File: src/rtl/salc_pkg.sv
// ----------------------------------------------------------------------------
// salc_pkg
// Shared types and constants for the set-associative LRU cache miss counter.
// ----------------------------------------------------------------------------
package salc_pkg;

    // Default geometry, handed to the top-level parameters.
    localparam int MAX_SETS_DEF       = 64;
    localparam int MAX_WAYS_DEF       = 8;
    localparam int LINE_ADDR_BITS_DEF = 48;

    // Upper limits of the parameter ranges, used for fixed-width fields.
    localparam int WAYS_LIMIT   = 16;
    localparam int RANK_LIMIT_W = 4;
    // Wide enough to hold any way count from 0 to WAYS_LIMIT.
    localparam int WAYS_W       = 5;

    // Configuration register fields.
    localparam int SET_LOG2_W   = 3;
    localparam int WAYS_CFG_W   = 4;
    // Low address bits that can ever take part in the set index.
    localparam int SET_SEL_W    = 7;
    localparam int SET_MAP_SIZE = 1 << SET_SEL_W;

    localparam logic [SET_LOG2_W-1:0] SET_LOG2_RST = 3'd4;
    localparam logic [WAYS_CFG_W-1:0] WAYS_RST     = 4'd4;

    // Configuration bus.
    localparam int PADDR_W = 3;
    localparam int PDATA_W = 32;

    // Register index, taken from the word address bit.
    typedef enum logic {
        REG_SET_LOG2 = 1'b0,
        REG_WAYS     = 1'b1
    } t_reg_idx;

    // Result of comparing one set against a line address.
    typedef struct packed {
        logic                    hit;
        logic                    evict;
        logic [WAYS_LIMIT-1:0]   hit_mask;
        logic [WAYS_LIMIT-1:0]   victim_mask;
        logic [RANK_LIMIT_W-1:0] hit_rank;
    } t_lookup;

endpackage

File: src/rtl/salc_lookup.sv
// ----------------------------------------------------------------------------
// salc_lookup
// Compares all ways of one set against a line address and picks the hit way
// and, on a miss in a full set, the least recently used victim.
// ----------------------------------------------------------------------------
module salc_lookup
    import salc_pkg::*;
#(
    parameter int MAX_WAYS       = MAX_WAYS_DEF,
    parameter int LINE_ADDR_BITS = LINE_ADDR_BITS_DEF,
    parameter int RANK_W         = (MAX_WAYS > 1) ? $clog2(MAX_WAYS) : 1
) (
    input  logic [MAX_WAYS-1:0][LINE_ADDR_BITS-1:0] i_tags,
    input  logic [MAX_WAYS-1:0]                     i_valid,
    input  logic [MAX_WAYS-1:0][RANK_W-1:0]         i_rank,
    input  logic [LINE_ADDR_BITS-1:0]               i_addr,
    input  logic [WAYS_W-1:0]                       i_ways,
    output t_lookup                                 o_lookup
);

    logic [MAX_WAYS-1:0] w_match;
    logic [MAX_WAYS-1:0] w_hit_mask;
    logic [MAX_WAYS-1:0] w_victim;
    logic [RANK_W-1:0]   w_hit_rank;
    logic [RANK_W-1:0]   w_best;
    logic                w_have;
    logic [WAYS_W-1:0]   w_count;

    always_comb begin
        for (int w = 0; w < MAX_WAYS; w++) begin
            w_match[w] = i_valid[w] && (i_tags[w] == i_addr);
        end
    end

    // The lowest matching way wins.
    assign w_hit_mask = w_match & (~w_match + 1'b1);
    assign w_count    = WAYS_W'($countones(i_valid));

    always_comb begin
        w_hit_rank = '0;
        for (int w = 0; w < MAX_WAYS; w++) begin
            if (w_hit_mask[w]) begin
                w_hit_rank = i_rank[w];
            end
        end
    end

    // Victim is the valid way with the highest rank; on a tie the lowest way.
    always_comb begin
        w_victim = '0;
        w_best   = '0;
        w_have   = 1'b0;
        for (int w = 0; w < MAX_WAYS; w++) begin
            if (i_valid[w] && (!w_have || (i_rank[w] > w_best))) begin
                w_victim    = '0;
                w_victim[w] = 1'b1;
                w_best      = i_rank[w];
                w_have      = 1'b1;
            end
        end
    end

    always_comb begin
        o_lookup.hit         = |w_match;
        o_lookup.evict       = !(|w_match) && (w_count >= i_ways);
        o_lookup.hit_mask    = WAYS_LIMIT'(w_hit_mask);
        o_lookup.victim_mask = WAYS_LIMIT'(w_victim);
        o_lookup.hit_rank    = RANK_LIMIT_W'(w_hit_rank);
    end

endmodule

File: config.mk
export PLATFORM = sky130hd
export DESIGN_NAME = salc_lookup
export DESIGN_NICKNAME = d
export VERILOG_FILES = /design/src/rtl/salc_pkg.sv /design/src/rtl/salc_lookup.sv
export SDC_FILE = /design/constraint.sdc
export NUM_CORES = 1
export LEC_CHECK = 0
export BUFFER_PORTS_ARGS = -buffer_cell sky130_fd_sc_hd__buf_2
export CAP_MARGIN = 20
export CELL_PAD_IN_SITES_DETAIL_PLACEMENT = 0
export CELL_PAD_IN_SITES_GLOBAL_PLACEMENT = 1
export CORE_AREA = 5 5 192 194
export DETAILED_ROUTE_END_ITERATION = 16
export DIE_AREA = 0 0 197 199
export PLACE_DENSITY = 0.69
export SYNTH_ARGS = -nofsm -noshare
export SYNTH_HDL_FRONTEND = slang
export SYNTH_SLANG_ARGS = --single-unit
File: constraint.sdc
create_clock -name vclk -period 30
set_input_delay 3 -clock vclk [all_inputs]
set_output_delay 3 -clock vclk [all_outputs]
set_load 0.1 [all_outputs]
Word-level counts from Yosys, hierarchy flattened
Cells that the tools add are included.
- add/sub/neg operators: 8
- magnitude comparators: 8
- eq/ne operators: 8
- muxes and demuxes: 30
- bitwise gates (word level): 2
- reductions and logical operators: 32
- operators by type and width (operator ; count):
    $eq 48x48->1 ; 8
    $mux 8 ; 6
    $mux 3 ; 15
    $gt 3x3->1 ; 7
    $logic_and 1x1->1 ; 16
    $add 1x1->2 ; 4
    $add 8x1->8 const B ; 1
    $and 8x8->8 ; 1
    $logic_not 1->1 ; 8
    $mux 1 ; 8
    $not 8->8 ; 1
    $reduce_or 8->1 ; 1
    $logic_or 1x1->1 ; 7
    $add 2x2->3 ; 2
    $ge 4x5->1 ; 1
    $add 3x3->4 ; 1
    $mux 2 ; 1
- bits in registers: 0
- output and inout port bits: 38
- logic and storage cells: 88

Depth between registers and ports, before layout
Gate-level depths: netlist (run 1).
- depth after elaboration: 29
- gate-level depth with buffers: 56

Worst setup path after synthesis (run 1)
OpenSTA, ideal clock, no wires.
- kind: input to output
- start: input i_valid[0]
- end: output o_lookup[8] (netlist bit)
- arrival time: 13.946 ns
- required time: 27.000 ns
- path slack: 13.054 ns
- stages on the path: 51
- cell sequence: clkbuf_1 nand2_1 ha_1 nor2b_1 o21ai_0 a32oi_1 o21ai_1 o21a_1 ha_1 nor2b_1 o21a_1 o21ai_0 a21o_1 o211ai_1 o21ai_0 ha_1 nor2b_1 o21ai_0 [15 not listed] a21oi_1 a31oi_1 o21ai_1 o21ai_0 o22a_1 ha_1 a21o_1 a21oi_1 a31oi_1 o21ai_1 mux2_2 ha_1 a21o_1 a21oi_1 a31oi_1 o21ai_0 nand2_1 nor3b_1
- RTL lines (element ; line ; source):
    start: declaration ; salc_lookup.sv:14 ; input logic [MAX_WAYS-1:0] i_valid,
    end: declaration ; salc_lookup.sv:18 ; output t_lookup o_lookup

==> results.sh, run 1 <==
export IMPL_initial_core_util_pct=17.83
export IMPL_core_area_um2=35050
export IMPL_cp_start_kind="input port"
export IMPL_wirelength_mm=45.97
export IMPL_gr_total_overflow=0
export IMPL_netlist_area_um2=6250
export IMPL_fin_crit_ps=17030
export IMPL_peakVddDrop_v=0.00004429
export IMPL_p_int_mw=0.07637
export IMPL_final_cell_area_um2=8970
export IMPL_hold_depth=3
export IMPL_rows=69
export IMPL_syn_to_final_growth_pct=43.52
export IMPL_regArea_um2=0
export IMPL_synth_area_per_cell_um2=7.431
export IMPL_p_leak_nw=4.301
export IMPL_antenna_found_initial=8
export IMPL_critPathSlowestCell="o21ai_1"
export IMPL_via_per_inst=4.640
export IMPL_drive_gt1_share_pct=39.66
export IMPL_crit_path_end_kind="output pin"
export IMPL_cp_arrival_ps=14030
export IMPL_post_cts_setup_buffers=0
export IMPL_worstPathMaxFanout=12
export IMPL_status="finished, final reports clean"
export IMPL_cts_resized=0
export IMPL_fin_util_pct=25.59
export IMPL_nets=1785
export IMPL_cts_hold_buf=0
export IMPL_io_pins=507
export IMPL_yosysSeqAreaShare_pct=0
export IMPL_critPathTopFamily="compound AO/OA/AOI/OAI gates"
export IMPL_p_per_area_nw_per_um2=22.47
export IMPL_required_ps=27000
export IMPL_slew_limit_headroom_pct=32.83
export IMPL_crit_top_cell="o21ai_0"
export IMPL_vias=8101
export IMPL_period_share_pct=56.76
export IMPL_timing_fmax_mhz=58.73
export IMPL_fin_hold_ws_ps=6391
export IMPL_grt_pass1_wl_mm=60.55
export IMPL_p_total_mw=0.2016
export IMPL_die_area_um2=39200
export IMPL_path_class="in2out"
export IMPL_crit_cells=52
export IMPL_drv_slew=0
export IMPL_dr_pass1_iters=5
export IMPL_p_comb_share_pct=100.0
export IMPL_ant_nets=0
export IMPL_setup_tns_ps=0
export IMPL_drc_errors=0
export IMPL_ys_warn_count=0
export IMPL_track_usage_pct=21.72
export IMPL_dpl_cell_area_um2=8955
export IMPL_n_fill_cell=4020
export IMPL_holdCritPathClass="in2out"
export IMPL_drt_iter0_drc=431
export IMPL_p_seq_share_pct=0
export IMPL_wl_per_cell_um=26.33
export IMPL_dp_hpwl_mm=39.78
export IMPL_n_clock_buffer=0
export IMPL_slowest_delay_ps=440
export IMPL_syn_inst=841
export IMPL_numSequentialCells=0
export IMPL_grt_max_degree=13
export IMPL_gp_congestion=0.8671
export IMPL_setup_viol=0
export IMPL_die_h_um=199
export IMPL_p_switching_mw=0.1252
export IMPL_sw_frac_of_total_pct=62.12
export IMPL_portBuffers=490
export IMPL_first_global_vias=8537
export IMPL_die_x_um=197
export IMPL_clock_power_share_pct=0
export IMPL_tightest_slew_ps=998.4
export IMPL_crit_buf_inv=4
export IMPL_maxCapViolCount=0
export IMPL_rsz0062_at_grt="no"
export IMPL_ys_types=59
export IMPL_hold_viol_final=0
==> synth_stat cells, drive strengths merged (4+ instances only) <==
cell type | instances | area [µm²]
o21a | 4 | 30.03
nor3 | 14 | 70.07
or4 | 7 | 60.06
nor4 | 55 | 344.1
a21oi | 9 | 45.04
a31oi | 4 | 25.02
nand4 | 53 | 344.1
xor2 | 189 | 1655
nand2b | 8 | 50.05
nor2b | 11 | 68.82
ha | 29 | 362.9
a221oi | 10 | 100.1
buf | 66 | 387.9
fa | 4 | 80.08
a21o | 10 | 75.07
o22ai | 9 | 56.30
o211ai | 6 | 45.04
o21ai | 20 | 103.9
nand3 | 15 | 75.07
xnor2 | 173 | 1515
nor2 | 19 | 73.82
mux2 | 4 | 45.04
nand2 | 16 | 60.06
inv | 65 | 244.0
==> placed cells by master, fill, tap and decap left out, types with 3 or more instances in the layout <==
master,count
buf_2,490
a2111oi_0,3
a221oi_1,8
fa_1,4
o21ai_0,14
ha_1,29
nor4_1,55
nor2_1,18
nand2b_1,8
or4_1,5
diode_2,4
xor2_1,189
nand2_1,16
conb_1,17
nor3_1,14
a21o_1,10
a21oi_1,9
mux2_2,4
o211ai_1,6
nor2b_1,11
inv_1,65
o21a_1,4
o21ai_1,5
nand4_1,51
a31oi_1,4
xnor2_1,173
a32oi_1,3
o22ai_1,9
nand3_1,15
==> logic make-up after synthesis <==
logic type / after synthesis / share of synthesized area [%]
other: 1 / 0.06000
AO/OA/AOI/OAI: 99 / 11.59
XOR/XNOR: 362 / 50.73
adder cells (fa/ha/maj): 33 / 7.087
AND/OR/NAND/NOR: 207 / 19.36
multiplexers: 5 / 0.8808
buffers and inverters: 134 / 10.29
==> path summary, 6_finish.rpt <==
check	start	endpoint	slack, ps
worst max-delay path	i_valid[0]	o_lookup[4]	12970
worst min-delay path	i_ways[4]	o_lookup[36]	6390
==> power by group through the flow <==
stage	logic (mW)	registers [mW]	clock network [mW]
after global routing	0.217	0	0.00000000446
after detailed placement	0.201	0	0
after global placement	0.198	0	0
final	0.202	0	0.0000000179
after CTS	0.202	0	0
after floorplan	0.131	0	0
==> per-stage QoR <==
stage          instances  setup WS [ps]
6_report            1746          12970
5_1_grt             1743          11990
4_1_cts             1741          13010
3_5_place_dp        1741          13020
3_3_place_gp        1741          13260
2_1_floorplan        857          13050
==> per-layer routing <==
layer  up-vias  part of all wire, %  global-route usage (%)
li1       3752                    -                       -
met1      3848                   40                   27.32
met2       430                   50                   39.23
met3        63                  6.9                   3.167
met4         8                  3.0                   4.905
met5         -                 0.12                       0
==> final cells by class <==
class | instances | area, µm² | area share (%)
antenna | 4 | 10.01 | 0.1116
tap | 461 | 576.8 | 6.430
multi-input combinational | 723 | 5667 | 63.17
inverter | 65 | 244.0 | 2.720
timing repair buffer | 493 | 2472 | 27.56
No activity file was read; power rests on OpenSTA's default activity.
==> inputs of run 2 (changes only) <==
- ABC_AREA: not set -> 1
- CORE_AREA: 5 5 192 194 -> 5 5 197 199
- DIE_AREA: 0 0 197 199 -> 0 0 202 204
- PLACE_DENSITY: 0.69 -> 0.81
- clock period: 30 -> 15.24 ns (I/O delays scaled with it)
==> results.sh, run 2 <==
export IMPL_numSequentialCells=0
export IMPL_path_class="in2out"
export IMPL_period_share_pct=78.25
export IMPL_gr_total_overflow=0
export IMPL_regArea_um2=0
export IMPL_p_per_area_nw_per_um2=43.64
export IMPL_drt_iter0_drc=790
export IMPL_holdCritPathClass="in2out"
export IMPL_pre_cts_ws_ps=3450
export IMPL_via_per_inst=4.786
export IMPL_status="finished, final reports clean"
export IMPL_final_common_cell="nand2_1"
export IMPL_slowest_delay_ps=460
export IMPL_cts_hold_buf=0
export IMPL_synth_xor_area_share_pct=10.89
export IMPL_wirelength_mm=59.67
export IMPL_ys_types=47
export IMPL_rows=71
export IMPL_syn_to_final_growth_pct=34.81
export IMPL_netlist_area_um2=7720
export IMPL_worstPathMaxFanout=11
export IMPL_ys_warn_count=0
export IMPL_peakVddDrop_v=0.00002787
export IMPL_required_ps=13720
export IMPL_layout_cells_non_filler=2487
export IMPL_die_area_um2=41210
export IMPL_cp_arrival_ps=10400
export IMPL_yosys_top_cells_count="nand2_1 (605), nor2_1 (190), inv_1 (173)"
export IMPL_setup_viol=0
export IMPL_crit_top_cell="nand2_1"
export IMPL_cts_resized=0
export IMPL_synth_area_per_cell_um2=4.952
export IMPL_cp_start_kind="input port"
export IMPL_post_synth_top_area_cell="nand2_1"
export IMPL_first_global_vias=11880
export IMPL_rsz0062_at_grt="no"
export IMPL_tightest_slew_ps=627.6
export IMPL_fin_ws_ps=3315
export IMPL_dp_hpwl_mm=52.61
export IMPL_synth_top_area_share_pct=29.42
export IMPL_io_pins=507
export IMPL_syn_inst=1559
export IMPL_final_cell_mix="nand2_1 (605), buf_2 (490), nor2_1 (190)"
export IMPL_synth_adder_area_share_pct=5.737
export IMPL_gp_congestion=0.9718
export IMPL_synth_most_common_cell="nand2_1"
export IMPL_critPathSlowestCell="buf_2"
export IMPL_crit_path_end_kind="output pin"
export IMPL_grt_max_degree=15
export IMPL_fin_util_pct=28.09
export IMPL_drv_slew=0
export IMPL_grt_pass1_wl_mm=81.97
export IMPL_p_switching_mw=0.3099
export IMPL_placed_cells=2479
export IMPL_clock_power_share_pct=0
export IMPL_wl_per_cell_um=23.99
export IMPL_die_h_um=204
export IMPL_worstHoldStart="i_ways[4]"
export IMPL_sw_frac_of_total_pct=68.23
export IMPL_yosys_area_share_simple_pct=49.47
export IMPL_p_comb_share_pct=100.0
export IMPL_dpl_cell_area_um2=10390
export IMPL_fin_crit_ps=11930
export IMPL_die_x_um=202
export IMPL_track_usage_pct=27.34
export IMPL_setup_tns_ps=0
export IMPL_final_cell_area_um2=10410
export IMPL_dr_pass1_iters=5
export IMPL_ant_nets=0
export IMPL_hold_depth=4
export IMPL_synthMuxAreaShare_pct=0
export IMPL_hold_end="o_lookup[36]"
export IMPL_nets=2509
export IMPL_portBuffers=490
export IMPL_post_cts_setup_buffers=0
export IMPL_initial_core_util_pct=20.84
export IMPL_slew_limit_headroom_pct=57.72
export IMPL_hold_viol_final=0
export IMPL_p_seq_share_pct=0
export IMPL_synth_top_family_by_area="simple AND/OR/NAND/NOR gates"
export IMPL_yosysSeqAreaShare_pct=0
export IMPL_drc_errors=0
export IMPL_drive_gt1_share_pct=28.93
export IMPL_maxCapViolCount=0
export IMPL_core_area_um2=37040
export IMPL_synth_area_top_cells="nand2_1 (29%), nor2_1 (9.2%), inv_1 (8.4%), xnor2_1 (6.8%), ha_1 (4.7%)"
export IMPL_p_leak_nw=6.196
export IMPL_timing_fmax_mhz=83.85
export IMPL_vias=11900
export IMPL_n_clock_buffer=0
export IMPL_antenna_found_initial=11
export IMPL_synth_compound_area_share_pct=16.68
export IMPL_p_int_mw=0.1443
==> run 2: cell types whose count changed after synthesis, sizes merged, moves of 31 or more <==
cell	before	now
nand2	16	612
nor2	19	202
inv	65	230
xor2	189	36
xnor2	173	60
o21ai	20	111
nor4	55	4
nand3	15	49
o22ai	9	40
==> run 2: routing by layer <==
metal	share of wire [%]	track usage [%]	wire length (µm)
met5	0.075	0	45
met4	3.2	7.788	1898
met3	6.8	2.999	4072
met2	49	49.12	29120
met1	41	34.59	24530
==> run 2: through the flow <==
| stage | power (mW) | hold WS (ps) |
|---|---|---|
| floorplan | 0.2814 | 3479 |
| global placement | 0.4449 | 3530 |
| detailed placement | 0.4501 | 3531 |
| CTS | 0.4518 | 3533 |
| global route | 0.4979 | 3562 |
| finish | 0.4542 | 3531 |
==> run 2: area by class of cell <==
type                            instances  area [µm²]
Tap cell                              474       593.1
Timing Repair Buffer                  490        2452
Fill cell                            4467       26640
Antenna cell                            8       20.02
Inverter                              236       888.4
Multi-Input combinational cell       1279        6454
==> run 2: worst max-delay path: cells and delay by family <==
kind / cells / cell delay, ps
compound gates: 18 / 2350
fa+ha+maj: 7 / 2200
buf+inv: 7 / 1180
simple gates: 29 / 3110
==> run 2: worst max path at each step <==
stage,from,end,slack (ps),depth (start not counted)
floorplan,i_valid[0],o_lookup[7],2110,59
global placement,i_valid[0],o_lookup[4],3650,61
detailed placement,i_valid[0],o_lookup[4],3450,61
CTS,i_valid[0],o_lookup[4],3440,61
global route,i_valid[0],o_lookup[5],2440,61
finish,i_valid[0],o_lookup[4],3310,61
==> run 2: kinds of logic (layout without fill, tap and decap cells) <==
logic type | after synthesis | count (layout)
other | 1 | 25
AO/OA/AOI/OAI | 214 | 214
buffers and inverters | 296 | 726
AND/OR/NAND/NOR | 919 | 919
adder cells (fa/ha/maj) | 33 | 33
XOR/XNOR | 96 | 96
==> run 2: power by group through the flow <==
| stage | Clock (mW) | Sequential, mW | Combinational (mW) |
|---|---|---|---|
| floorplan | 0 | 0 | 0.281 |
| global placement | 0 | 0 | 0.445 |
| detailed placement | 0 | 0 | 0.450 |
| CTS | 0 | 0 | 0.452 |
| global route | 0.0000000527 | 0 | 0.498 |
| finish | 0.0000000262 | 0 | 0.454 |
==> inputs of run 3 (changes only) <==
- CORE_AREA: 5 5 197 199 -> 5 5 191 193
- DIE_AREA: 0 0 202 204 -> 0 0 196 198
- PLACE_DENSITY: 0.81 -> 0.82
- clock period: 15.24 -> 11.55 ns (I/O delays scaled with it)
==> results.sh, run 3 (synthesized netlist as in run 2, its figures left out) <==
export IMPL_path_class="in2out"
export IMPL_gp_congestion=0.9885
export IMPL_p_per_area_nw_per_um2=58.10
export IMPL_ant_nets=0
export IMPL_drv_slew=0
export IMPL_die_area_um2=38810
export IMPL_slew_limit_headroom_pct=57.08
export IMPL_final_common_cell="nand2_1"
export IMPL_rows=68
export IMPL_rsz0062_at_grt="no"
export IMPL_wirelength_mm=58.96
export IMPL_die_h_um=198
export IMPL_antenna_found_initial=19
export IMPL_track_usage_pct=28.71
export IMPL_dr_pass1_iters=6
export IMPL_p_leak_nw=6.203
export IMPL_required_ps=10400
export IMPL_holdCritPathClass="in2out"
export IMPL_initial_core_util_pct=22.46
export IMPL_cp_start_kind="input port"
export IMPL_post_cts_setup_buffers=0
export IMPL_final_cell_area_um2=10440
export IMPL_via_per_inst=4.814
export IMPL_die_x_um=196
export IMPL_hold_depth=4
export IMPL_crit_path_end_kind="output pin"
export IMPL_setup_viol=0
export IMPL_slowest_delay_ps=460
export IMPL_critPathTopFamily="simple AND/OR/NAND/NOR gates"
export IMPL_nets=2510
export IMPL_cts_hold_buf=0
export IMPL_dpl_cell_area_um2=10380
export IMPL_crit_cells=61
export IMPL_critPathSlowestCell="buf_2"
export IMPL_crit_buf_inv=8
export IMPL_period_share_pct=90.51
export IMPL_regArea_um2=0
export IMPL_wl_per_cell_um=23.83
export IMPL_fin_crit_ps=10450
export IMPL_n_clock_buffer=0
export IMPL_syn_to_final_growth_pct=35.17
export IMPL_grt_max_degree=15
export IMPL_first_global_vias=11760
export IMPL_numSequentialCells=0
export IMPL_drive_gt1_share_pct=29.21
export IMPL_drc_errors=0
export IMPL_timing_fmax_mhz=95.66
export IMPL_cp_arrival_ps=9300
export IMPL_p_total_mw=0.6063
export IMPL_drt_iter0_drc=891
export IMPL_core_area_um2=34370
export IMPL_setup_tns_ps=0
export IMPL_tightest_slew_ps=637.0
export IMPL_portBuffers=490
export IMPL_crit_top_cell="nand2_1"
export IMPL_vias=11910
export IMPL_peakVddDrop_v=0.00006190
export IMPL_dp_hpwl_mm=51.57
export IMPL_io_pins=507
export IMPL_final_cell_mix="nand2_1 (602), buf_2 (486), nor2_1 (190)"
export IMPL_gr_total_overflow=0
export IMPL_grt_pass1_wl_mm=81.39
export IMPL_worstPathMaxFanout=11
export IMPL_status="finished, final reports clean"
export IMPL_maxCapViolCount=0
export IMPL_hold_viol_final=0
-- run 3: path summary, 6_finish.rpt --
path / startpoint / to / slack (ps)
setup / recovery: i_valid[0] / o_lookup[6] / 1100
hold / removal: i_ways[4] / o_lookup[36] / 2810
-- run 3: power by group --
part | internal (mW) | leakage [nW] | switching (mW) | total, mW
Combinational | 0.197 | 6.20 | 0.409 | 0.606
Sequential | 0 | 0 | 0 | 0
Clock | 0.000000151 | 0.0000824 | 0 | 0.000000151
Total | 0.197 | 6.20 | 0.409 | 0.606
-- run 3: layer usage --
layer  global-route usage (%)  wire length [µm]  vias up
li1                         -                 -     5756
met1                    36.28             23810     5435
met2                    51.24             28730      614
met3                    3.999              4579       89
met4                    7.706              1743       16
met5                        0                93        -
-- run 3: cell type report --
type / count / area [µm²]
antenna: 13 / 32.53
fill: 4107 / 23940
inverter: 236 / 888.4
multi-input combinational: 1279 / 6471
tap: 455 / 569.3
timing repair buffer: 491 / 2474
-- run 3: through the flow --
step                      utilization [%]  instances  setup WS [ps]  hold WS, ps
final                               30.36       2474           1096         2807
after global routing                30.34       2471          47.46         2824
after CTS                           30.20       2461          719.1         2800
after detailed placement            30.20       2461          738.9         2795
after global placement              30.20       2461          816.9         2802
after floorplan                         -       1575          49.64         2633
-- run 3: tightest hold or removal path: stages --
cell      delay (ps)
buf_2             70
o21bai_1          90
nor2_1            40
buf_2            280
-- run 3: what timing repair did --
item / 4_1_cts / 5_1_grt
endpoints found under the hold margin: 0 / 0
setup endpoints to repair: 0 / 8
resized for setup: 0 / 11
