==> src/rtl/salc_pkg.sv <==
// ----------------------------------------------------------------------------
// salc_pkg
// Shared types and constants for the set-associative LRU cache miss counter.
// ----------------------------------------------------------------------------
package salc_pkg;

    // Default geometry, handed to the top-level parameters.
    localparam int MAX_SETS_DEF       = 64;
    localparam int MAX_WAYS_DEF       = 8;
    localparam int LINE_ADDR_BITS_DEF = 48;

    // Upper limits of the parameter ranges, used for fixed-width fields.
    localparam int WAYS_LIMIT   = 16;
    localparam int RANK_LIMIT_W = 4;
    // Wide enough to hold any way count from 0 to WAYS_LIMIT.
    localparam int WAYS_W       = 5;

    // Configuration register fields.
    localparam int SET_LOG2_W   = 3;
    localparam int WAYS_CFG_W   = 4;
    // Low address bits that can ever take part in the set index.
    localparam int SET_SEL_W    = 7;
    localparam int SET_MAP_SIZE = 1 << SET_SEL_W;

    localparam logic [SET_LOG2_W-1:0] SET_LOG2_RST = 3'd4;
    localparam logic [WAYS_CFG_W-1:0] WAYS_RST     = 4'd4;

    // Configuration bus.
    localparam int PADDR_W = 3;
    localparam int PDATA_W = 32;

    // Register index, taken from the word address bit.
    typedef enum logic {
        REG_SET_LOG2 = 1'b0,
        REG_WAYS     = 1'b1
    } t_reg_idx;

    // Result of comparing one set against a line address.
    typedef struct packed {
        logic                    hit;
        logic                    evict;
        logic [WAYS_LIMIT-1:0]   hit_mask;
        logic [WAYS_LIMIT-1:0]   victim_mask;
        logic [RANK_LIMIT_W-1:0] hit_rank;
    } t_lookup;

endpackage

==> src/rtl/salc_update.sv <==
// ----------------------------------------------------------------------------
// salc_update
// Builds the new contents of a set after a hit or a miss: recency ranks,
// eviction of the victim and insertion of the new line as most recent.
// ----------------------------------------------------------------------------
module salc_update
    import salc_pkg::*;
#(
    parameter int MAX_WAYS       = MAX_WAYS_DEF,
    parameter int LINE_ADDR_BITS = LINE_ADDR_BITS_DEF,
    parameter int RANK_W         = (MAX_WAYS > 1) ? $clog2(MAX_WAYS) : 1
) (
    input  logic [MAX_WAYS-1:0][LINE_ADDR_BITS-1:0] i_tags,
    input  logic [MAX_WAYS-1:0]                     i_valid,
    input  logic [MAX_WAYS-1:0][RANK_W-1:0]         i_rank,
    input  logic [LINE_ADDR_BITS-1:0]               i_addr,
    input  t_lookup                                 i_lookup,
    output logic [MAX_WAYS-1:0][LINE_ADDR_BITS-1:0] o_tags,
    output logic [MAX_WAYS-1:0]                     o_valid,
    output logic [MAX_WAYS-1:0][RANK_W-1:0]         o_rank
);

    logic [MAX_WAYS-1:0] w_hit_mask;
    logic [MAX_WAYS-1:0] w_victim;
    logic [MAX_WAYS-1:0] w_keep;
    logic [MAX_WAYS-1:0] w_free;
    logic [MAX_WAYS-1:0] w_slot;

    assign w_hit_mask = i_lookup.hit_mask[MAX_WAYS-1:0];
    assign w_victim   = i_lookup.evict ? i_lookup.victim_mask[MAX_WAYS-1:0] : '0;
    assign w_keep     = i_valid & ~w_victim;
    assign w_free     = ~w_keep;
    // First free way after the eviction takes the new line.
    assign w_slot     = w_free & (~w_free + 1'b1);

    always_comb begin
        o_tags  = i_tags;
        o_valid = i_valid;
        o_rank  = i_rank;
        if (i_lookup.hit) begin
            for (int w = 0; w < MAX_WAYS; w++) begin
                if (i_valid[w] && (RANK_LIMIT_W'(i_rank[w]) < i_lookup.hit_rank)) begin
                    o_rank[w] = RANK_W'(i_rank[w] + 1'b1);
                end
                if (w_hit_mask[w]) begin
                    o_rank[w] = '0;
                end
            end
        end else begin
            o_valid = w_keep;
            for (int w = 0; w < MAX_WAYS; w++) begin
                if (w_keep[w]) begin
                    o_rank[w] = RANK_W'(i_rank[w] + 1'b1);
                end else if (w_slot[w]) begin
                    o_valid[w] = 1'b1;
                    o_tags[w]  = i_addr;
                    o_rank[w]  = '0;
                end
            end
        end
    end

endmodule

==> config.mk <==
export PLATFORM = sky130hd
export DESIGN_NAME = salc_update
export DESIGN_NICKNAME = d
export VERILOG_FILES = /design/src/rtl/salc_pkg.sv /design/src/rtl/salc_update.sv
export SDC_FILE = /design/constraint.sdc
export NUM_CORES = 1
export LEC_CHECK = 0
export BUFFER_PORTS_ARGS = -buffer_cell sky130_fd_sc_hd__buf_2
export CORE_AREA = 2 2 357 359
export DETAILED_ROUTE_END_ITERATION = 8
export DIE_AREA = 0 0 359 361
export PLACE_DENSITY = 0.3
export SLEW_MARGIN = 10
export SYNTH_ARGS = -nofsm -noshare
export SYNTH_HDL_FRONTEND = slang
export SYNTH_SLANG_ARGS = --single-unit
==> constraint.sdc <==
create_clock -name vclk -period 1.5
set_input_delay 0.075 -clock vclk [all_inputs]
set_output_delay 0.075 -clock vclk [all_outputs]
set_load 0.005 [all_outputs]
* Word-level counts from Yosys, hierarchy flattened *
Cells that the tools add are included.

storage, ports and cells
  register bits after elaboration = 0
  input bits = 502
  output and inout port bits = 416
  word-level logic and storage cells = 98

operators by class
  add/sub/neg operators = 9
  order comparisons = 8
  mux-type cells = 68
  bitwise gates (word level) = 5
  reductions and logical operators = 8

operators by type and width
  operator             number
  $mux 48              16
  $mux 384             1
  $mux 3               32
  $lt 3x4->1           8
  $add 3x1->3 const B  8
  $mux 24              1
  $not 8->8            3
  $and 8x8->8          2
  $mux 1               16
  $mux 8               2
  $add 8x1->8 const B  1
  $logic_and 1x1->1    8

* Logic depth before layout (Yosys ltp) *
Gate-level depths: netlist (run 1).

  depth in word-level cells = 10
  mapped depth = 8
  gate-level depth less buffers = 7

* Worst setup path after synthesis (run 1) *
No wires, ideal clock.

  path kind = input to output
  from = input i_lookup[1] (netlist bit)
  to = output o_rank[2] (netlist bit)
  arrival time = 1.553 ns
  data required time = 1.425 ns
  setup slack = -0.128 ns
  stages = 6
  cells stage by stage = inv_1 > ha_1 > o21ai_0 > a221oi_1 > mux2_2 > nor3_1

RTL lines
  what             RTL line           text
  start, declared  salc_update.sv:17  input t_lookup i_lookup,
  end, declared    salc_update.sv:20  output logic [MAX_WAYS-1:0][RANK_W-1:0] o_rank

==> flow_metrics.py, run 1 <==
metrics = {
    "worst_setup_path": {
        "start_kind": "input port",
        "cp_slowest_cell": "mux2_2",
        "worst_setup_path_end_kind": "output pin",
        "cp_data_arrival_time_ns": 1.82,
        "cp_cell_sequence": "buf_8, and2b_2, nand3_4, nor2_4, nand3b_1, buf_12, buf_16, buf_12, buf_12, mux2_2, buf_6",
        "critical_path_required_ns": 1.42,
        "crit_family": "buffers and inverters",
        "crit_fanout": 6,
        "slowest_delay_ns": 0.29,
        "critPathKind": "input port to output pin",
        "critPathMostFrequentCell": "buf_12",
        "crit_buf_inv": 6,
    },
    "cells_and_area": {
        "seq_area_um2": 0,
        "nFillCells": 14349,
        "stdcell_area_um2": 18800,
        "finalNetCount": 2272,
        "drive_gt1_share_pct": 89.3,
        "n_clock_buffer": 0,
        "syn2layout_area_growth_pct": 189,
        "seq_cell_count": 0,
        "final_util_pct": 15.0,
        "multi_input_area_um2": 7320,
    },
    "global_routing": {
        "track_usage_pct": 18.0,
        "use_met1_pct": 19.9,
        "grt_max_degree": 32,
        "gr-usage-met3_pct": 10.6,
        "grt_pass1_vias": 11412,
        "grt_busiest_layer": "met2",
        "use_met2_pct": 29.5,
        "antenna_found_initial": 192,
        "grt_pass1_wl_mm": 149,
        "globalRoute.totalOverflow": 0,
    },
    "logic_synthesis": {
        "ys_seq_area_share_pct": 0,
        "yosysUniqueCellTypes": 57,
        "postSynthAreaPerCell_um2": 9.56,
        "synth_area_um2": 6520,
        "synth.net_count": 1208,
        "syn_inst": 682,
        "yosys_warnings": 0,
    },
    "floorplanning": {
        "dieArea_um2": 130000,
        "ios": 918,
        "die_x_um": 359,
        "fp.dieH_um": 361,
        "rows": 130,
        "start_util_pct": 5.20,
        "core_um2": 125000,
    },
    "detailed_routing": {
        "vias_per_cell": 3.43,
        "ant_nets": 0,
        "finalWirelength_mm": 127,
        "first_iter_violations": 627,
        "wl_per_cell_um": 37.1,
        "drcViolationCount": 0,
        "vias": 11751,
        "dr.pass1.iters": 4,
    },
    "pwr": {
        "ir_worst_vdd_uv": 93.4,
        "cellLeakagePower_nw": 8.94,
        "p_per_area_nw_per_um2": 293,
        "finalPower_mw": 5.51,
    },
    "timing": {
        "fin_crit_sh_pct": 126,
        "slew_violations": 0,
        "relSlewSlack_pct": 68.3,
        "worst_slew_pin_slew_ns": 0.476,
        "fmax_ghz": 0.527,
        "finalSetupViolations": 409,
        "period_needed_ns": 1.90,
        "timing.final.ws_setup_ns": -0.397,
        "rsz0062_at_grt": "true",
        "hold_viol": 0,
    },
    "placed_design": {
        "place_congestion": 0.890,
        "io_buffers": 902,
        "dpl.hpwl_mm": 104,
        "placed_cell_area_um2": 14000,
    },
    "min_path": {
        "worstHoldStart": "i_tags[137]",
        "hold_path_depth": 3,
        "hold_end": "o_tags[137]",
        "hold_path_class": "input port to output pin",
    },
    "flow_run": {
        "max-cap-violations": 0,
    },
    "clock_network": {
        "cts_hold_buf": 0,
    },
    "run_status": {
        "violations": "setup timing",
        "status": "finished with violations",
    },
}
[layout by cell type, fill, tap and decap left out, drive strengths merged, types with 4 or more instances in the layout]
cell and instances:
a21boi 6, mux2i 5, inv 23, a31oi 9, nand3 5, a21oi 17, a221oi 4, o21ai 28
nand2b 14, buf 1096, a21o 4, ha 24, diode 29, clkbuf 13, nor2 19, nor3b 6
nand2 24, nor3 8, a2111oi 4, o22ai 7, mux2 385
[synthesized netlist by cell type, types with 5 or more instances]
cell / n / area share (%)
nand2_1: 24 / 1.4
o22ai_1: 7 / 0.67
a21oi_1: 17 / 1.3
o21ai_0: 25 / 1.9
nand2b_1: 14 / 1.3
mux2_4: 60 / 14
buf_2: 19 / 1.5
inv_1: 24 / 1.4
nor2_1: 18 / 1.0
ha_1: 24 / 4.6
a31oi_1: 9 / 0.86
buf_6: 7 / 1.2
mux2i_1: 5 / 0.77
buf_4: 14 / 1.6
nor3_1: 7 / 0.54
mux2_2: 324 / 56
nor3b_1: 6 / 0.69
[timing repair]
item                                    4_1_cts  5_1_grt
gates cloned                                 28       15
pin swaps                                    29       22
setup buffers                                34       32
endpoints found under the setup margin      411      410
resized for setup                           571      207
[metal layers]
metal	part of all wire [%]	wire length, um	vias up
li1	-	-	4789
met1	37	47500	5637
met2	45	57600	764
met3	13	16000	339
met4	3.4	4350	222
met5	1.1	1430	-
[cell families (layout without fill, tap and decap cells)]
family          Yosys count  after routing  synth area share, %
simple gates             92             92                 7.66
compound gates          101            101                 10.0
other cells               0             29                    0
fa+ha+maj                24             24                 4.60
buf+inv                  72           1134                 6.62
xor+xnor                  3              3                0.403
mux                     390            390                 70.7
[layout make-up]
| type | count | area share [%] |
|---|---|---|
| antenna | 29 | 0.385 |
| inverter | 25 | 0.532 |
| multi-input combinational | 610 | 38.9 |
| tap | 1650 | 11.0 |
| timing repair buffer | 1109 | 49.3 |
[metrics by stage]
stage                     cells  TNS, ns  setup slack, ns  hold slack, ns
after floorplan             682        0          0.00115           0.201
after CTS                  3364  -121.49           -0.435           0.440
after global routing       3406  -131.06           -0.482           0.443
final                      3423  -105.68           -0.397           0.438
after detailed placement   3304  -158.31           -0.648           0.441
after global placement     3304  -170.32           -0.692           0.442
[report_power, final]
group          internal (mW)  switching [mW]
Sequential                 0               0
Clock             0.00000210               0
Combinational           2.88            2.63
[tightest hold or removal path, delay by kind of cell]
| family | cells | cell delay, ns |
|---|---|---|
| buf+inv | 2 | 0.15 |
| mux | 1 | 0.13 |
[how the worst max path moves through the flow]
stage,from,to,cells after the start,slack [ns]
after floorplan,i_lookup[1],o_rank[2],6,0.001
after global placement,i_lookup[5],o_tags[343],8,-0.69
after detailed placement,i_lookup[5],o_tags[339],8,-0.65
after CTS,i_lookup[6],o_tags[339],10,-0.44
after global routing,i_lookup[37],o_tags[259],11,-0.48
final,i_lookup[37],o_tags[312],11,-0.40
Note: power is estimated with default switching activity, not from simulation.
==> run 2, diff against run 1 <==
- BUFFER_PORTS_ARGS: -buffer_cell sky130_fd_sc_hd__buf_2 -> -buffer_cell sky130_fd_sc_hd__buf_4
- SKIP_LAST_GASP: not set -> 1
==> flow_metrics.py, run 2 (synthesized netlist as in run 1, its figures left out) <==
metrics = {
    "global_routing": {
        "antenna_found_initial": 115,
        "grt_pass1_wl_mm": 150,
        "track_usage_pct": 18.1,
        "grt_pass1_vias": 11444,
        "grt_max_degree": 33,
        "globalRoute.totalOverflow": 0,
    },
    "timing": {
        "hold_ws_ns": 0.438,
        "period_needed_ns": 1.94,
        "fin_crit_sh_pct": 129,
        "finalSetupViolations": 381,
        "fmax_ghz": 0.516,
        "slew_violations": 0,
        "rsz0062_at_grt": "true",
        "timing.final.ws_setup_ns": -0.436,
        "worst_slew_pin_slew_ns": 0.400,
        "relSlewSlack_pct": 73.2,
        "hold_viol": 0,
    },
    "floorplanning": {
        "fp.dieH_um": 361,
        "start_util_pct": 5.20,
        "die_x_um": 359,
        "rows": 130,
        "dieArea_um2": 130000,
        "core_um2": 125000,
        "ios": 918,
    },
    "pwr": {
        "cellLeakagePower_nw": 9.76,
        "swShare_pct": 43.4,
        "pwr-share-comb_pct": 100.0,
        "p_int_mw": 3.56,
        "p_per_area_nw_per_um2": 301,
        "switchingPower_mw": 2.74,
        "finalPower_mw": 6.30,
        "seqPwrFrac_pct": 0,
        "clkPwrFrac_pct": 0,
        "ir_worst_vdd_uv": 120,
    },
    "clock_network": {
        "cts_hold_buf": 0,
    },
    "worst_setup_path": {
        "slowest_delay_ns": 0.34,
        "cp_cell_sequence": "buf_6, and2b_2, nand3_4, buf_6, nor3_4, buf_12, buf_16, buf_12, mux2_4, buf_6",
        "worst_setup_path_end_kind": "output pin",
        "crit_fanout": 7,
        "cp_slowest_cell": "mux2_4",
        "cp_data_arrival_time_ns": 1.86,
        "crit_buf_inv": 6,
        "critical_path_required_ns": 1.42,
        "path_depth": 10,
        "start_kind": "input port",
        "critPathKind": "input port to output pin",
        "crit_family": "buffers and inverters",
        "critPathMostFrequentCell": "buf_6",
    },
    "cells_and_area": {
        "layout_commonest_cell": "buf_4",
        "seq_area_um2": 0,
        "seq_cell_count": 0,
        "stdcell_area_um2": 20900,
        "syn2layout_area_growth_pct": 221,
        "n_clock_buffer": 0,
        "finalNetCount": 2266,
        "stdcell_count": 3404,
        "nFillCells": 14198,
        "multi_input_area_um2": 7650,
        "mostFrequentLayoutCells": "629 x buf_4, 373 x buf_6, 299 x mux2_4",
        "drive_gt1_share_pct": 90.6,
    },
    "min_path": {
        "hold_path_depth": 3,
        "hold_path_class": "input port to output pin",
        "worstHoldStart": "i_tags[101]",
        "hold_end": "o_tags[101]",
    },
    "detailed_routing": {
        "vias": 11222,
        "vias_per_cell": 3.30,
        "first_iter_violations": 452,
        "dr.pass1.iters": 5,
        "finalWirelength_mm": 125,
        "drcViolationCount": 0,
        "wl_per_cell_um": 36.6,
        "ant_nets": 0,
    },
    "run_status": {
        "violations": "setup timing",
        "status": "finished with violations",
    },
    "placed_design": {
        "place_congestion": 0.886,
        "placed_cell_area_um2": 16300,
        "post-place-cells": 3305,
        "pre_cts_slack_ns": -0.712,
        "io_buffers": 902,
        "dpl.hpwl_mm": 106,
    },
    "flow_run": {
        "max-cap-violations": 0,
    },
}
==> run 2: changes by cell type in the layout (fill, tap and decap cells not counted), moves of 5 or more <==
cell / delta
buf_2: -624
buf_4: +522
buf_6: +94
mux2_4: +43
mux2_2: -42
diode_2: -13
buf_8: +10
a21oi_1: -6
clkbuf_16: -6
a21oi_2: +5
buf_16: -5
o21ai_0: -5
==> run 2: worst max-delay path by stage <==
stage,from,endpoint,slack (ns)
final,i_lookup[37],o_tags[227],-0.44
after global routing,i_lookup[37],o_tags[203],-0.48
after CTS,i_lookup[5],o_tags[233],-0.44
after detailed placement,i_lookup[1],o_rank[14],-0.71
after global placement,i_lookup[1],o_rank[14],-0.70
after floorplan,i_lookup[1],o_rank[2],0.001
==> run 2: layer usage <==
metal  track usage, %  share of wire [%]  vias to the layer above
li1                 -                  -                     4751
met1             20.5                 39                     5427
met2             30.7                 46                      633
met3             10.1                 12                      251
met4             1.94                2.7                      160
met5                0               0.83                        -
==> run 2: timing repair <==
item / 4_1_cts / 5_1_grt
hold endpoints to repair: 0 / 0
cloned: 30 / 8
setup buffers: 61 / 16
pin swaps: 41 / 35
gates resized for setup: 493 / 362
endpoints found under the setup margin: 411 / 412
==> run 2: final cells by class <==
class / instances / area share [%]
timing repair buffer: 1103 / 52.9
multi-input combinational: 610 / 36.6
tap: 1650 / 9.88
inverter: 25 / 0.479
antenna: 16 / 0.192
==> run 2: stage by stage <==
| step | util, % | TNS (ns) |
|---|---|---|
| after floorplan | - | 0 |
| after global placement | 13.0 | -155.70 |
| after detailed placement | 13.0 | -156.60 |
| after CTS | 15.7 | -115.54 |
| after global routing | 16.6 | -117.29 |
| final | 16.7 | -92.46 |
==> run 2: power by group through the flow <==
stage | sequential [mW] | combinational, mW | clock [mW]
2_1_floorplan | 0 | 1.27 | 0
3_3_place_gp | 0 | 5.09 | 0
3_5_place_dp | 0 | 5.08 | 0
4_1_cts | 0 | 6.03 | 0
5_1_grt | 0 | 6.55 | 0.0000000903
6_report | 0 | 6.30 | 0.00000114
==> run 3, diff against run 2 <==
- ABC_AREA: not set -> 1
- CORE_AREA: 2 2 357 359 -> 2 2 359 361
- DIE_AREA: 0 0 359 361 -> 0 0 361 363
==> flow_metrics.py, run 3 <==
metrics = {
    "cells_and_area": {
        "seq_area_um2": 0,
        "seq_cell_count": 0,
        "syn2layout_area_growth_pct": 236,
        "n_clock_buffer": 0,
        "finalNetCount": 2838,
        "drive_gt1_share_pct": 64.5,
        "mostFrequentLayoutCells": "949 x buf_4, 359 x nand2_1, 128 x o21ai_1",
        "nFillCells": 14714,
        "layout_commonest_cell": "buf_4",
        "final_util_pct": 15.9,
        "multi_input_area_um2": 7020,
        "stdcell_area_um2": 20100,
    },
    "placed_design": {
        "io_buffers": 902,
        "dpl.hpwl_mm": 95.6,
        "place_congestion": 0.911,
        "pre_cts_slack_ns": -0.683,
        "placed_cell_area_um2": 15900,
    },
    "pwr": {
        "finalPower_mw": 5.77,
        "ir_worst_vdd_uv": 112,
        "cellLeakagePower_nw": 10.0,
        "p_per_area_nw_per_um2": 287,
    },
    "logic_synthesis": {
        "synth_xor_area_share_pct": 1.17,
        "yosysMostFrequentCell": "nand2_1",
        "postSynthAreaPerCell_um2": 4.79,
        "yosysUniqueCellTypes": 32,
        "yosys.area_share.simple_pct": 42.4,
        "synth_top_family_by_area": "simple AND/OR/NAND/NOR gates",
        "synth_compound_area_share_pct": 35.9,
        "syn_inst": 1253,
        "synthAdderAreaFrac_pct": 5.00,
        "netlist.area_leader.share_pct": 31.2,
        "synth.area.top_cells": "nand2_1 31%, o21ai_0 21%, o21ai_1 13%",
        "synth_mux_area_share_pct": 0,
        "ys_seq_area_share_pct": 0,
        "synth_area_um2": 6000,
        "yosys_warnings": 0,
        "synth.net_count": 1779,
        "yosysTopAreaCell": "nand2_1",
        "synth_common_cells": "499 x nand2_1, 247 x o21ai_0, 157 x o21ai_1, 100 x inv_1, 44 x nand3_1",
    },
    "global_routing": {
        "antenna_found_initial": 66,
        "track_usage_pct": 16.2,
        "grt_max_degree": 44,
        "grt_pass1_vias": 13492,
        "grt_pass1_wl_mm": 141,
        "globalRoute.totalOverflow": 0,
    },
    "timing": {
        "fin_crit_sh_pct": 114,
        "relSlewSlack_pct": 54.5,
        "period_needed_ns": 1.72,
        "worst_slew_pin_slew_ns": 0.682,
        "timing.final.ws_setup_ns": -0.217,
        "hold_viol": 0,
        "finalSetupTns_ns": -29.30,
        "finalSetupViolations": 269,
        "rsz0062_at_grt": "true",
        "slew_violations": 0,
        "fmax_ghz": 0.582,
    },
    "detailed_routing": {
        "drcViolationCount": 0,
        "ant_nets": 0,
        "first_iter_violations": 724,
        "vias": 14102,
        "finalWirelength_mm": 122,
        "dr.pass1.iters": 6,
        "wl_per_cell_um": 30.6,
        "vias_per_cell": 3.54,
    },
    "floorplanning": {
        "core_um2": 127000,
        "fp.dieH_um": 363,
        "start_util_pct": 4.72,
        "ios": 918,
        "dieArea_um2": 131000,
        "rows": 131,
        "die_x_um": 361,
    },
    "worst_setup_path": {
        "worst_setup_path_end_kind": "output pin",
        "crit_fanout": 6,
        "cp_data_arrival_time_ns": 1.64,
        "critPathKind": "input port to output pin",
        "start_kind": "input port",
        "critical_path_required_ns": 1.42,
    },
    "flow_run": {
        "max-cap-violations": 0,
    },
    "clock_network": {
        "cts_hold_buf": 0,
    },
    "min_path": {
        "hold_path_class": "input port to output pin",
    },
    "run_status": {
        "status": "finished with violations",
        "violations": "setup timing",
    },
}
[run 3: cell count changes after synthesis, sizes merged, moves of 7 or more]
cell | before | now
nand2 | 24 | 509
mux2 | 385 | 0
o21ai | 28 | 404
inv | 24 | 102
nand3 | 5 | 46
clkbuf | 4 | 37
nand4 | 0 | 26
a21oi | 17 | 3
nand2b | 14 | 0
nor3 | 8 | 1
xnor2 | 1 | 8
[run 3: final timing paths]
path	start	end	cells past startpoint
max	i_lookup[36]	o_tags[318]	12
min	i_tags[190]	o_tags[190]	4
[run 3: cell families after synthesis]
logic type               Yosys count
AO/OA/AOI/OAI                    424
adder cells (fa/ha/maj)           24
XOR/XNOR                           8
AND/OR/NAND/NOR                  609
buffers and inverters            188
[run 3: layout make-up]
| class | count | area share (%) |
|---|---|---|
| Inverter | 103 | 2.01 |
| Timing Repair Buffer | 1141 | 52.6 |
| Multi-Input combinational cell | 1066 | 34.9 |
| Antenna cell | 17 | 0.211 |
| Tap cell | 1662 | 10.3 |
[run 3: critical path, stage by stage]
cell	delay [ns]
buf_16	0.13
nand2_8	0.08
nand2_8	0.07
nor2_4	0.19
nand2_4	0.09
inv_6	0.09
nand4_4	0.11
buf_12	0.19
buf_12	0.15
clkbuf_16	0.17
o21ai_4	0.14
buf_6	0.12
[run 3: timing repair]
action	CTS	global route
cloned	18	37
pin swaps	10	40
resized for setup	258	504
buffers inserted	16	23
endpoints found under the setup margin	394	388
[run 3: routing by layer]
layer | part of all wire [%] | global-route usage [%] | wire length (um)
met4 | 2.1 | 1.55 | 2570
met2 | 48 | 27.9 | 58700
met5 | 0.32 | 0 | 389
met3 | 9.2 | 5.62 | 11200
met1 | 40 | 19.9 | 49000
[run 3: metrics by stage]
stage	hold slack (ns)	cells
final	0.413	3989
after CTS	0.430	3923
after floorplan	0.238	1253
after global routing	0.430	3975
after detailed placement	0.428	3889
after global placement	0.427	3889
[run 3: power by group]
group / internal, mW / switching (mW) / leakage, nW / total [mW]
registers: 0 / 0 / 0 / 0
clock network: 0.000000891 / 0 / 0.000108 / 0.000000891
logic: 2.87 / 2.90 / 10.0 / 5.77
total: 2.87 / 2.90 / 10.0 / 5.77
